==> config.mk <==
export PLATFORM = sky130hd
export DESIGN_NAME = smm_front
export DESIGN_NICKNAME = d
export VERILOG_FILES = /design/src/rtl/smm_pkg.sv /design/src/rtl/smm_front.sv
export SDC_FILE = /design/constraint.sdc
export NUM_CORES = 1
export LEC_CHECK = 0
export CAP_MARGIN = 20
export CORE_UTILIZATION = 55
export DETAILED_ROUTE_END_ITERATION = 8
export DONT_BUFFER_PORTS = 1
export GPL_TIMING_DRIVEN = 0
export PLACE_DENSITY = 0.73
export SYNTH_ARGS = -nofsm -noshare
export SYNTH_HDL_FRONTEND = slang
export SYNTH_SLANG_ARGS = --single-unit
==> constraint.sdc <==
create_clock -name clk -period 2.5 [get_ports clk]
set_input_delay 0.625 -clock clk [delete_from_list [all_inputs] [get_ports clk]]
set_output_delay 0.625 -clock clk [all_outputs]
set_load 0.05 [all_outputs]
==> src/rtl/smm_pkg.sv <==
// Package with shared types and constants for the square matrix multiply core.
package smm_pkg;

    localparam int unsigned MaxDimLog2 = 3;
    localparam int unsigned IdxW       = 3;
    localparam int unsigned DataW      = 32;
    localparam int unsigned AddrW      = 6;

    typedef enum logic [1:0] {
        ST_IDLE,
        ST_READ,
        ST_MAC,
        ST_EMIT
    } exec_state_t;

    typedef struct packed {
        logic             which_matrix;
        logic [IdxW-1:0]  row;
        logic [IdxW-1:0]  col;
        logic [DataW-1:0] value;
        logic             go;
    } req_t;

endpackage

==> src/rtl/smm_front.sv <==
// Front end: accept requests and hold them in a short queue for the executor.
module smm_front
    import smm_pkg::*;
(
    input  logic        clk,
    input  logic        rst_n,
    input  logic        in_valid,
    output logic        in_ready,
    input  req_t        in_req,
    output logic        q_valid,
    input  logic        q_ready,
    output req_t        q_req
);

    localparam int unsigned Depth = 2;

    req_t       fifo_reg [Depth];
    logic       wptr_reg, wptr_next;
    logic       rptr_reg, rptr_next;
    logic [1:0] cnt_reg, cnt_next;
    logic       push, pop;

    assign in_ready = (cnt_reg != 2'd2);
    assign q_valid  = (cnt_reg != 2'd0);
    assign q_req    = fifo_reg[rptr_reg];
    assign push     = in_valid && in_ready;
    assign pop      = q_valid && q_ready;

    always_comb
    begin
        wptr_next = push ? ~wptr_reg : wptr_reg;
        rptr_next = pop ? ~rptr_reg : rptr_reg;
        cnt_next  = cnt_reg + {1'b0, push} - {1'b0, pop};
    end

    always_ff @(posedge clk or negedge rst_n)
    begin
        if (!rst_n)
        begin
            wptr_reg <= 1'b0;
            rptr_reg <= 1'b0;
            cnt_reg  <= 2'd0;
        end
        else
        begin
            wptr_reg <= wptr_next;
            rptr_reg <= rptr_next;
            cnt_reg  <= cnt_next;
        end
    end

    always_ff @(posedge clk)
    begin
        if (push)
        begin
            fifo_reg[wptr_reg] <= in_req;
        end
    end

    assert property (@(posedge clk) disable iff (!rst_n) cnt_reg <= 2'd2)
        else $error("queue count overflow");
    assert property (@(posedge clk) disable iff (!rst_n)
        (push && !pop) |=> (cnt_reg == $past(cnt_reg) + 2'd1))
        else $error("queue count did not advance");
    assert property (@(posedge clk) disable iff (!rst_n)
        (cnt_reg == 2'd0) |-> (wptr_reg == rptr_reg))
        else $error("queue pointers out of step when empty");

endmodule

### Word level (Yosys, flattened, before mapping)

Memory sizes are Yosys's and may differ from the RTL's.
Cells that the tools add are included.

* memory bits (writable): 80
* input port bits: 44
* ROM bits: 0
* flip-flop bits (word level): 4
* word-level logic and storage cells: 14
* memories kept: 1
* latch bits: 0

Memories
* fifo_reg: depth 2, bits a word 40, read ports 1, clocked after Yosys merged registers in 0, write ports 1, RTL line smm_front.sv:17 `req_t fifo_reg [Depth];`

* bitwise operators: 2
* reduce and logical (&&, ||, !) cells: 3
* $add $sub $neg: 2
* multiply operators: 0
* shift operators: 0
* equal/unequal tests: 1
* div/mod/pow operators: 0
* order comparisons: 0
* mux-type cells: 2

Operators with widths (number)
* 2-bit by 1-bit adder with 2-bit output: 1
* 1-bit logical AND: 2
* 1-bit 2-to-1 mux: 2
* 2-bit != test, second input constant: 1
* 1-bit NOT: 2
* 2-bit nonzero test: 1
* 2-bit by 1-bit subtractor with 2-bit output: 1

### Longest topological paths before layout

Gate-level depths: netlist (run 1).

* depth in word-level cells: 4
* depth in mapped cells: 7
* mapped depth without buffers: 7

### Least setup slack after synthesis (run 1)

No wires, ideal clock.

* kind: register -> register
* start point: reg cnt_reg[0]
* end point: mem fifo_reg[0][0] (netlist bit), enable pin
* setup time: 438 ps
* arrival: 2709 ps
* path slack: -646 ps
* required time: 2062 ps
* clock period less this slack: 3146 ps
* stages on the path, launching flop included: 4
* cells stage by stage: dfrtp_1 > nand2b_1 > nand2_1 > nor2_1

* word-level cells in the longest chain between the ends: 4

RTL lines
* start, declared: RTL line smm_front.sv:20 `logic [1:0] cnt_reg, cnt_next;`
* start signal, assigned: RTL line smm_front.sv:48 `cnt_reg <= cnt_next;`
* 2-bit != test: RTL line smm_front.sv:23 `assign in_ready = (cnt_reg != 2'd2);`
* via in_ready: RTL line smm_front.sv:8 `output logic in_ready,`
* 1-bit logical AND: RTL line smm_front.sv:26 `assign push = in_valid && in_ready;`
* 1-bit 2-to-1 mux: RTL line smm_front.sv:54 `if (push)`
* 1-bit 2-to-1 mux (not written as such): RTL line smm_front.sv:56 `fifo_reg[wptr_reg] <= in_req;`
* end, declared: RTL line smm_front.sv:17

The timed path passes the listed nets, and every way through them passes these cells.

==> impl_metrics.ini, run 1 <==
[synthesis]
ys.flop_type = edfxtp_1
synth.top_cell.area_share = 0.773
synth_seq_area_share = 0.805
netlist_top_cells_count = edfxtp_1, mux2_2, buf_6, dfrtp_1, xnor2_1
synthCells = 142
synth_largest_area_cell = edfxtp_1
syn_area_per_cell_um2 = 21.9
synthArstFlopShare = 0.0476
synth_edf_count = 80
ys_ff_latch = 84
synthDistinctLibCells = 17
synth.most_common_cell = edfxtp_1
synth_area_leaders = edfxtp_1, mux2_2, dfrtp_1, buf_6, mux2_4
yosys_warnings = 0
syn-cell-area_mm2 = 0.00311
syn_nets = 188

[clock_tree]
cts_resized = 0
path_clk_slew_ps = 70
cts_tree = yes
worstSkewPairLatency_ps = 330
clock_sinks = 84
h-tree-depth = 3
clockRootBuffer = clkbuf_8
clockBufferDepth = 2
cts_inserted_buffers = 9

[layout]
nFillCells = 411
syn_to_final_growth_pct = 9.74
diodes = 0
design_area_mm2 = 0.00341
finalNetCount = 201
layout-drive-gt1-share = 0.371
largest_register_ff_count = 80

[sta]
slew_headroom = 0.389
fin_crit_ps = 2160
finalCritPeriodShare = 0.863
worst_pin_slew_ps = 916
setup-tns-final_ps = 0
fmax_ghz = 0.463
setup_violations = 0
hold_viol_final = 0
finalMaxSlewViolations = 0
rsz0062_at_grt = false
skew_ps = 7.10

[critical_path]
required_ps = 1880
reg2reg_to = fifo_reg[1][6]$_DFFE_PP_
cp-end-kind = output port
ff2ff_path_depth = 2
path_class = reg2out
crit_fanout = 10
timing.rr.start = cnt_reg[1]$_DFF_PN0_
reg2reg_slack_ps = 340
critPathLaunchType = register
cp_data_arrival_time_ps = 1530

[routing]
wl_um = 4720
ant_nets = 0
drc = 0
route.vias.total = 1283
drt_pass1_iterations = 4
drtIter0Drc = 51
wl_per_cell_um = 20.4
vias_per_cell = 5.55

[place]
gp_congestion = 0.657
place_area_mm2 = 0.00323
port_buffers = 0
dpl.hpwl_um = 3270

[min_path]
worstHoldStart = in_req[19]
whs_endpoint = fifo_reg[0][19]$_DFFE_PP_
hp-class = in2reg
hold_depth = 0

[global_route]
grt_pass1_vias = 1398
antenna_found_initial = 0
overflow = 0
grt_usage = 0.170
grt_max_degree = 41
grt_pass1_wl_um = 7110

[status]
status = finished, final reports clean

[floorplan]
die_h_um = 77.2
start_util = 0.568
rows = 27
chipWidth_um = 77.2
pin_count = 86
dieArea_mm2 = 0.00596
coreArea_mm2 = 0.00547

[job]
maxCapViolCount = 0
==> metal layers <==
metal	share of wire	global-route usage
met1	0.35	0.163
met2	0.54	0.293
met3	0.10	0.0833
met4	0.016	0.0962
met5	0	0
==> logic make-up (layout without fill, tap and decap cells) <==
group         after synthesis  count (layout)  synth area share
mux                        40              40             0.147
simple gates                6               6            0.0113
flops                      84              84             0.805
xor+xnor                    4               4            0.0113
fa+ha+maj                   2               2           0.00805
buf+inv                     6              23            0.0173
==> worst max path at each step <==
stage	startpoint	endpoint
after global placement	cnt_reg[0]$_DFF_PN0_	fifo_reg[0][19]$_DFFE_PP_
after CTS	rptr_reg$_DFFE_PN0P_	q_req[26]
after global routing	cnt_reg[0]$_DFF_PN0_	fifo_reg[1][1]$_DFFE_PP_
final	rptr_reg$_DFFE_PN0P_	q_req[26]
after floorplan	cnt_reg[0]$_DFF_PN0_	fifo_reg[0][0]$_DFFE_PP_
after detailed placement	cnt_reg[0]$_DFF_PN0_	fifo_reg[1][5]$_DFFE_PP_
==> what timing repair did <==
item | CTS | global route
hold buffers | 1 | 0
setup buffers | 0 | 0
hold endpoints to repair | 4 | 0
==> metrics by stage <==
step	hold WS (ps)	cells	utilization	setup slack, ps
CTS	369	231	0.623	312
floorplan	329	142	-	11.1
global placement	330	214	0.585	-446
global route	356	231	0.623	226
detailed placement	330	215	0.590	339
finish	381	231	0.623	342
==> critical path, cell delays in order, from the launching register on <==
cell and delay [ps]:
dfrtp_1 320, buf_2 180, buf_6 170, mux2_1 530
==> layout make-up <==
class,instances,area (um^2),share of cell area
Sequential cell,84,2500,0.733
Multi-Input combinational cell,52,562,0.165
Timing Repair Buffer,2,30.0,0.00880
Inverter,1,3.75,0.00110
Clock inverter,3,38.8,0.0114
Buffer,5,50.0,0.0147
Tap cell,72,90.1,0.0264
Clock buffer,12,135,0.0396
==> layout by cell type (no fill, tap or decap), drive strengths merged <==
cell         instances
xnor2                3
clkbuf              12
or2                  1
and3                 1
bufinv               1
clkinv               2
nor2                 1
inv                  1
mux2                40
dlygate4sd3          1
nand2b               1
nand2                1
and2                 1
edfxtp              80
dfrtp                4
ha                   2
buf                  6
xor2                 1
Power of run 1 is not shown: default switching activity piles up to over one toggle a cycle in this logic, so the estimate is an artifact.
==> inputs of run 2 (changes only) <==
ABC_AREA = 1   (was default)
CORE_UTILIZATION = 54   (was 55)
PLACE_DENSITY = 0.72   (was 0.73)
==> impl_metrics.ini, run 2 <==
[place]
place_ws_ps = 395
port_buffers = 0
gp_congestion = 0.680
dpl.hpwl_um = 3440

[clock_tree]
worstSkewPairLatency_ps = 340
h-tree-depth = 3
clockRootBuffer = clkbuf_8
cts_setup_buffers = 0
clock_sinks = 84
cts_tree = yes
cts_inserted_buffers = 9
clockBufferDepth = 2
path_clk_slew_ps = 80

[synthesis]
synth_xor_xnor_area_share = 0
synth_simple_gate_area_frac = 0.169
synthArstFlopShare = 0.0476
synth_area_leaders = edfxtp_1, nand2_1, dfrtp_1, nand2_2, buf_6
synth_edf_count = 80
synth.most_common_cell = nand2_1
synth_largest_area_cell = edfxtp_1
synth.area.mux_share = 0
synthCells = 241
synthDistinctLibCells = 12
netlist_top_cells_count = nand2_1, edfxtp_1, nand2_2
synth-adder-area-share = 0.00781
synth.top_cell.area_share = 0.749
syn_nets = 287
synth_top_family_by_area = simple AND/OR/NAND/NOR gates
synth-compound-area-share = 0
yosys_warnings = 0
syn-cell-area_mm2 = 0.00321
synth_seq_area_share = 0.781
ys.flop_type = edfxtp_1
syn_area_per_cell_um2 = 13.3
ys_ff_latch = 84

[critical_path]
critPathTopFamily = simple AND/OR/NAND/NOR gates
reg2reg_slack_ps = 410
path_cells = buf_6 > inv_8 > buf_6 > nand2_1 > nand2_1
required_ps = 1880
worst-path-buf-inv = 3
critPathLaunchType = register
max_stage_delay_ps = 390
cp_data_arrival_time_ps = 1520
slowest_stage = nand2_1
cp-end-kind = output port
path_class = reg2out
crit_fanout = 10

[sta]
setup_violations = 0
post-route-worst-setup-slack_ps = 353
setup-tns-final_ps = 0
rsz0062_at_grt = false
slew_headroom = 0.421
fmax_ghz = 0.466
finalCritPeriodShare = 0.859
skew_ps = 6.88
hold_viol_final = 0
worst_pin_slew_ps = 867
fin_crit_ps = 2150
finalMaxSlewViolations = 0

[min_path]
hp-class = in2reg

[floorplan]
coreArea_mm2 = 0.00561
start_util = 0.572
pin_count = 86
chipWidth_um = 79.0
rows = 27
dieArea_mm2 = 0.00625
die_h_um = 79.0

[routing]
vias_per_cell = 5.05
wl_per_cell_um = 15.7
route.vias.total = 1665
drt_pass1_iterations = 4
drc = 0
ant_nets = 0
drtIter0Drc = 75
wl_um = 5190

[global_route]
grt_pass1_vias = 1739
overflow = 0
grt_max_degree = 41
antenna_found_initial = 0
grt_usage = 0.179
grt_pass1_wl_um = 7910

[job]
maxCapViolCount = 0

[layout]
finalNetCount = 300
syn_to_final_growth_pct = 12.1
diodes = 0
final_common_cell = nand2_1
utilization = 0.641
largest_register_ff_count = 80
final_cell_mix = nand2_1, edfxtp_1, nand2_2
layout-drive-gt1-share = 0.140

[status]
status = finished, final reports clean
run 2: final timing paths:
check                                     startpoint                   endpoint  depth (start not counted)
worst max-delay path            rptr_reg$_DFFE_PN0P_                  q_req[29]                          5
worst min-delay path                      in_req[18]  fifo_reg[0][18]$_DFFE_PP_                          0
worst max register to register  cnt_reg[0]$_DFF_PN0_  fifo_reg[1][33]$_DFFE_PP_                          5
worst min register to register  wptr_reg$_DFFE_PN0N_       wptr_reg$_DFFE_PN0N_                          2
max in group asynchronous                      rst_n       wptr_reg$_DFFE_PN0N_                          1
min in group asynchronous                      rst_n       cnt_reg[1]$_DFF_PN0_                          1
run 2: area by class of cell:
class | count | area (um^2)
fill | 429 | 2020
buffer | 9 | 93.8
multi-input combinational | 139 | 576
tap | 72 | 90.1
sequential | 84 | 2500
timing repair buffer | 2 | 37.5
inverter | 9 | 41.3
clock inverter | 6 | 128
clock buffer | 9 | 124
run 2: per-stage QoR:
stage,cells,hold WS (ps),cell area [um^2]
finish,330,372,3590
floorplan,241,329,3210
detailed placement,314,330,3330
CTS,330,360,3590
global placement,313,330,3300
global route,330,350,3590
run 2: kinds of logic after synthesis:
family,after synthesis
buffers and inverters,18
flip-flops,84
AND/OR/NAND/NOR,137
adder cells (fa/ha/maj),2
run 2: timing repair:
item	CTS	global route
endpoints found under the hold margin	4	0
gates resized for setup	0	0
hold buffers	1	0
run 2: routing by layer:
| layer | GRT usage | share of wire | vias up |
|---|---|---|---|
| met5 | 0 | 0 | - |
| met1 | 0.177 | 0.39 | 779 |
| li1 | - | - | 820 |
| met2 | 0.316 | 0.50 | 57 |
| met4 | 0.0909 | 0.022 | 0 |
| met3 | 0.0793 | 0.087 | 9 |
Power of run 2 is left out for the same reason.
==> inputs of run 3 (changes only) <==
CORE_ASPECT_RATIO = 1.2   (was default)
==> impl_metrics.ini, run 3 (synthesized netlist as in run 2, its figures left out) <==
[sta]
holdWs_ps = 366
hold_viol_final = 0
skew_ps = 8.77
setup_violations = 0
worst_pin_slew_ps = 860
rsz0062_at_grt = false
fin_crit_ps = 2150
finalCritPeriodShare = 0.859
slew_headroom = 0.426
finalMaxSlewViolations = 0
fmax_ghz = 0.465

[routing]
vias_per_cell = 4.85
drc = 0
route.vias.total = 1644
drtIter0Drc = 98
wl_um = 4960
wl_per_cell_um = 14.6
drt_pass1_iterations = 4
ant_nets = 0

[critical_path]
critPathTopFamily = simple AND/OR/NAND/NOR gates
max_stage_delay_ps = 580
required_ps = 2550
cp-end-kind = register
cp_data_arrival_time_ps = 2200
path_cells = nand2_1 > nand2_1 > nor2_4 > buf_16
path_class = reg2reg
reg2reg_slack_ps = 350
slowest_stage = nor2_4
crit_fanout = 21
worst-path-buf-inv = 1
critPathLaunchType = register
timing.rr.start = cnt_reg[1]$_DFF_PN0_
reg2reg_to = fifo_reg[1][34]$_DFFE_PP_
ff2ff_path_depth = 4
path_common_cell = nand2_1

[status]
status = finished, final reports clean

[job]
maxCapViolCount = 0

[place]
port_buffers = 0
dpl.hpwl_um = 3340
gp_congestion = 0.667

[global_route]
grt_usage = 0.172
grt_pass1_wl_um = 7610
grt_pass1_vias = 1623
overflow = 0
grt_max_degree = 41
antenna_found_initial = 0

[min_path]
hold_depth = 0
whs_endpoint = fifo_reg[1][14]$_DFFE_PP_
hp-class = in2reg
worstHoldStart = in_req[14]

[clock_tree]
worstSkewPairLatency_ps = 350
cts_resized = 0
path_clk_slew_ps = 90
clockBufferDepth = 2
clock_sinks = 84
clockRootBuffer = clkbuf_8
h-tree-depth = 3
cts_inserted_buffers = 9
cts_tree = yes

[layout]
finalNetCount = 300
diodes = 0
syn_to_final_growth_pct = 10.5
largest_register_ff_count = 80
final_common_cell = nand2_1
final_cell_mix = nand2_1, edfxtp_1, nand2_2
layout-drive-gt1-share = 0.143
nFillCells = 446

[floorplan]
die_h_um = 86.4
pin_count = 86
chipWidth_um = 72.3
rows = 30
dieArea_mm2 = 0.00625
coreArea_mm2 = 0.00571
start_util = 0.562
## run 3: cell types whose count changed in the layout (fill, tap and decap cells not counted), sizes merged
cell,delta
bufinv,-3
clkinv,+3
clkinvlp,+1
## run 3: what timing repair did
action / CTS / global route
hold endpoints to repair: 4 / 0
endpoints found under the setup margin: 0 / 0
buffers inserted: 0 / 0
hold buffers: 1 / 0
## run 3: how the worst max path moves through the flow
| stage | end | from | slack, ps | cells after the start |
|---|---|---|---|---|
| 2_1_floorplan | fifo_reg[1][0]$_DFFE_PP_ | cnt_reg[1]$_DFF_PN0_ | 70 | 3 |
| 5_1_grt | fifo_reg[1][34]$_DFFE_PP_ | cnt_reg[0]$_DFF_PN0_ | 220 | 5 |
| 3_5_place_dp | fifo_reg[1][30]$_DFFE_PP_ | cnt_reg[0]$_DFF_PN0_ | 350 | 5 |
| 4_1_cts | fifo_reg[1][28]$_DFFE_PP_ | cnt_reg[0]$_DFF_PN0_ | 340 | 5 |
| 6_report | fifo_reg[1][34]$_DFFE_PP_ | cnt_reg[1]$_DFF_PN0_ | 350 | 4 |
| 3_3_place_gp | fifo_reg[1][28]$_DFFE_PP_ | cnt_reg[1]$_DFF_PN0_ | -520 | 3 |
## run 3: cell type report
type	instances	area (um^2)	share of cell area
clock inverter	7	67.6	0.0191
timing repair buffer	2	37.5	0.0106
sequential	84	2500	0.706
multi-input combinational	139	576	0.162
inverter	9	41.3	0.0117
clock buffer	9	124	0.0350
tap	80	100	0.0283
buffer	9	93.8	0.0265
## run 3: worst reg2reg max path, delay by kind of cell, from the launching register on
kind / cells / cell delay, ps
buffers and inverters: 1 / 240
flip-flops: 1 / 390
AND/OR/NAND/NOR: 3 / 1210
## run 3: layer usage
metal	track usage	share of wire
met1	0.180	0.34
met2	0.297	0.57
met3	0.0547	0.062
met4	0.111	0.024
met5	0	0
## run 3: through the flow
step | setup WS [ps] | setup TNS (ps) | cell area, um^2 | util | cells
after detailed placement | 353 | 0 | 3340 | 0.586 | 322
after global routing | 223 | 0 | 3540 | 0.621 | 339
after CTS | 340 | 0 | 3540 | 0.621 | 339
after global placement | -523 | -24420 | 3310 | 0.580 | 321
final | 351 | 0 | 3540 | 0.621 | 339
after floorplan | 74.8 | 0 | 3210 | - | 241
Power of run 3 is left out for the same reason.
